**config.mk**
```make
export PLATFORM = sky130hd
export DESIGN_NAME = amdfs_ctrl
export DESIGN_NICKNAME = d
export VERILOG_FILES = /design/src/hw/rtl/amdfs_pkg.sv /design/src/hw/rtl/amdfs_ctrl.sv
export SDC_FILE = /design/constraint.sdc
export NUM_CORES = 1
export LEC_CHECK = 0
export BUFFER_PORTS_ARGS = -buffer_cell sky130_fd_sc_hd__buf_4
export CAP_MARGIN = 30
export CORE_AREA = 3 3 40 42
export CTS_CLUSTER_SIZE = 10
export DETAILED_ROUTE_END_ITERATION = 7
export DIE_AREA = 0 0 43 45
export SKIP_LAST_GASP = 1
export SYNTH_ARGS = -nofsm -noshare
export SYNTH_HDL_FRONTEND = slang
export SYNTH_SLANG_ARGS = --single-unit
```
**constraint.sdc**
```tcl
create_clock -name clk -period 1 [get_ports clk]
set_input_delay 0.2 -clock clk [delete_from_list [all_inputs] [get_ports clk]]
set_output_delay 0.2 -clock clk [all_outputs]
set_load 0.01 [all_outputs]
```
**src/hw/rtl/amdfs_pkg.sv**
```systemverilog
package amdfs_pkg;

	// field widths
	localparam int VTX_W       = 5;
	localparam int VCNT_W      = 6;
	localparam int S_TDATA_W   = 16;
	localparam int M_TDATA_W   = 8;

	// parameter defaults
	localparam int MAX_VERTICES_DEF = 32;
	localparam int STACK_DEPTH_DEF  = 1024;

	localparam logic [VCNT_W-1:0] VCOUNT_RST = 6'd32;

	// opcodes on s_tuser
	localparam logic OP_INSERT = 1'b0;
	localparam logic OP_SEARCH = 1'b1;

	typedef enum logic [2:0] {
		ST_IDLE,
		ST_POP,
		ST_CHECK,
		ST_SCAN,
		ST_FINISH
	} state_t;

	// controller -> datapath
	typedef struct packed {
		logic insert;
		logic start;
		logic pop;
		logic visit;
		logic push;
		logic finish;
	} cmd_t;

	// datapath -> controller
	typedef struct packed {
		logic start_ok;
		logic rd_unvisited;
		logic sp_zero;
		logic mask_zero;
		logic emit_ok;
		logic out_free;
	} stat_t;

endpackage

```
**src/hw/rtl/amdfs_ctrl.sv**
```systemverilog
module amdfs_ctrl (
	input  logic            clk,
	input  logic            arst_n,
	input  logic            s_tvalid,
	input  logic            s_opcode,
	output logic            s_tready,
	input  amdfs_pkg::stat_t st,
	output amdfs_pkg::cmd_t  cmd
);

	amdfs_pkg::state_t state_q, state_nxt;

	always_ff @(posedge clk or negedge arst_n) begin
		if (!arst_n) begin
			state_q <= amdfs_pkg::ST_IDLE;
		end else begin
			state_q <= state_nxt;
		end
	end

	always_comb begin
		state_nxt = state_q;
		case (state_q)
			amdfs_pkg::ST_IDLE: begin
				if (s_tvalid && s_opcode == amdfs_pkg::OP_SEARCH && st.start_ok) begin
					state_nxt = amdfs_pkg::ST_POP;
				end
			end
			amdfs_pkg::ST_POP: begin
				state_nxt = amdfs_pkg::ST_CHECK;
			end
			amdfs_pkg::ST_CHECK: begin
				if (!st.rd_unvisited) begin
					state_nxt = st.sp_zero ? amdfs_pkg::ST_FINISH : amdfs_pkg::ST_POP;
				end else if (st.emit_ok) begin
					state_nxt = amdfs_pkg::ST_SCAN;
				end
			end
			amdfs_pkg::ST_SCAN: begin
				if (st.mask_zero) begin
					state_nxt = st.sp_zero ? amdfs_pkg::ST_FINISH : amdfs_pkg::ST_POP;
				end
			end
			amdfs_pkg::ST_FINISH: begin
				if (st.out_free) begin
					state_nxt = amdfs_pkg::ST_IDLE;
				end
			end
			default: begin
				state_nxt = amdfs_pkg::ST_IDLE;
			end
		endcase
	end

	always_comb begin
		cmd      = '0;
		s_tready = 1'b0;
		case (state_q)
			amdfs_pkg::ST_IDLE: begin
				s_tready   = 1'b1;
				cmd.insert = s_tvalid && s_opcode == amdfs_pkg::OP_INSERT;
				cmd.start  = s_tvalid && s_opcode == amdfs_pkg::OP_SEARCH && st.start_ok;
			end
			amdfs_pkg::ST_POP: begin
				cmd.pop = 1'b1;
			end
			amdfs_pkg::ST_CHECK: begin
				cmd.visit = st.rd_unvisited && st.emit_ok;
			end
			amdfs_pkg::ST_SCAN: begin
				cmd.push = !st.mask_zero;
			end
			amdfs_pkg::ST_FINISH: begin
				cmd.finish = st.out_free;
			end
			default: begin
				cmd = '0;
			end
		endcase
	end

endmodule

```
==> impl_metrics.ini <==
[run]
maxCapViolCount = 0

[outcome]
violations = negative setup slack
outcome = complete, but fails checks

[yosys]
ys_ff_latch = 3
synth_most_common_cell = dfrtp_1
synthFlopType = dfrtp_1
yosysWarnings = 0
synth_xor_xnor_area_share = 0
yosys.area_share.adder = 0
synth_cell_types = 21
synth.largest_area_cell = dfrtp_1
syn-num-nets = 40
syn_avg_cell_area_um2 = 9.26
synth_edf_count = 0
async_reset_ff_frac = 1.00
yosysSeqAreaShare = 0.270
synthSimpleGateAreaFrac = 0.491
syn-cell-area_um2 = 278
yosysTopAreaCellShare = 0.270
synthMuxAreaShare = 0
synth_compound_area_frac = 0.144
synthCells = 30
synth_top_family_by_area = simple AND/OR/NAND/NOR gates
synth_area_leaders = dfrtp_1 27%, nor3_4 5.9%, a221oi_2 5.4%, buf_4 5.4%, nor3b_1 5.4%

[critical_path]
cp-end-kind = primary output
critPathLaunch = state_q[2]
critPathLaunchType = flop
regToRegSetupSlack_ns = -0.18
path_class = reg2out
rr_startpoint = state_q[2]
critPathRequiredTime_ns = 0.80
crit_path_max_fanout = 6
cp_data_arrival_time_ns = 1.18

[pwr]
p_switching_w = 0.000490
swShare = 0.343
clkPwrFrac = 0.141
intPower_w = 0.000937
power_frac_comb = 0.639
p_leak_nw = 0.265
cellPowerDensity_mw_per_mm2 = 2600
irDropWorstVdd_v = 0.000887
sequentialPowerShare = 0.220

[detailed_routing]
wl_per_cell_um = 9.73
drtAntennaViolNets = 0
drc = 0
via_per_inst = 4.47
dr.pass1.iters = 1
vias = 335
drt_iter0_drc = 0
drt-total-wl_um = 730

[placed_design]
dp_hpwl_um = 549
portBuffers = 16
dp.cells = 65
dp_slack_ns = -0.222
place_area_um2 = 448
gp_congestion = 0.709

[sta]
fin_crit_sh = 1.38
layout_setup_ws_ns = -0.384
max-slew-margin-rel = 0.849
hold_viol = 0
setup_violations = 10
report.final.slew_viol_count = 0
clock.fmax_mhz = 722
tightest_slew_ns = 0.224
clock_skew_ns = 0.000790
rsz0062_at_grt = true
holdWs_ns = 0.153
period_minus_slack_ns = 1.38

[floorplanning]
initial_core_util = 0.216
chipWidth_um = 43
die_area_mm2 = 0.00194
die_height_um = 45
io-pin-count = 17
core_area_mm2 = 0.00128
fp-row-count = 13

[layout]
largestRegisters = state_q (3)
final-seq-area_um2 = 78.8
stdcell_area_um2 = 549
regMostFlops = state_q
instances_no_fill = 75
drive_gt1_frac = 0.700
nets = 71
antenna-diode-count = 0
final_util = 0.427
syn2layout_area_growth_pct = 97.7
largest_reg_flops = 3
n_fill_cell = 139
multi_input_area_um2 = 186

[global_routing]
grt_use_total = 0.0793
grt_pass1_vias = 317
grt_pass1_wl_um = 1210
overflow = 0
antenna_found_initial = 0
grt_max_degree = 9

[cts]
root_buffer = clkbuf_4
clock_path_buffers = 2
h-tree-depth = 1
cts_tree = built
worstSkewPairLatency_ns = 0.22
numClockSinks = 3
cts_made_buffers = 3
clkTransAtPathRegs_ns = 0.03

[min_path]
hp-start = st[0]
hold_class = in2reg
[kinds of logic (layout without fill, tap and decap cells)]
kind of cell | Yosys count | in the layout
buf+inv | 3 | 33
simple gates | 19 | 19
flops | 3 | 3
compound gates | 5 | 5
[per-layer routing]
metal	GRT usage	vias to the layer above	part of all wire
met4	0.0361	0	0
li1	-	170	-
met1	0.0995	153	0.41
met3	0.0120	0	0.081
met5	0	-	0
met2	0.135	12	0.51
[worst paths after layout]
kind,depth (start not counted),endpoint
max in group asynchronous,2,state_q[2]
worst max register to register,5,state_q[0]
worst min-delay path,2,state_q[2]
worst min register to register,2,state_q[1]
worst max-delay path,3,cmd[2]
min in group asynchronous,2,state_q[1]
[layout by cell type (no fill, tap or decap), types with 2 or more instances in the layout]
cell / n
clkbuf_4: 3
o21ai_1: 2
buf_4: 23
nor3b_2: 2
nor2b_1: 2
buf_6: 5
nand2b_1: 2
dfrtp_2: 3
nor2_1: 2
nand2_1: 2
[per-stage QoR]
| stage | setup TNS (ns) | power, W |
|---|---|---|
| final | -2.58 | 0.00143 |
| after global routing | -3.28 | 0.00156 |
| after CTS | -2.65 | 0.00139 |
| after detailed placement | -1.49 | 0.000996 |
| after global placement | -1.56 | 0.000993 |
| after floorplan | -0.522 | 0.000703 |
[worst max-delay path: stages, from the launching register on]
cell and delay [ns]:
dfrtp_2 0.45, and2b_2 0.25, and3_4 0.17, buf_6 0.09
[layout make-up]
| type | instances | share of cell area |
|---|---|---|
| Multi-Input combinational cell | 24 | 0.339 |
| Clock buffer | 4 | 0.0478 |
| Tap cell | 15 | 0.0342 |
| Timing Repair Buffer | 29 | 0.435 |
| Sequential cell | 3 | 0.144 |
[power by group through the flow]
stage	Clock (W)	Combinational [W]	Sequential [W]
after floorplan	0	0.000514	0.000189
after global placement	0	0.000681	0.000312
after detailed placement	0	0.000682	0.000314
after CTS	0.000208	0.000872	0.000314
after global routing	0.000220	0.00100	0.000335
final	0.000201	0.000912	0.000314
[timing repair]
| action | CTS | global route |
|---|---|---|
| pin swaps | 2 | 0 |
| setup buffers | 4 | 1 |
| hold buffers | 1 | 0 |
| hold endpoints to repair | 3 | 0 |
| endpoints found under the setup margin | 10 | 10 |
| resized for setup | 9 | 2 |
No activity file was read; power rests on OpenSTA's default activity.
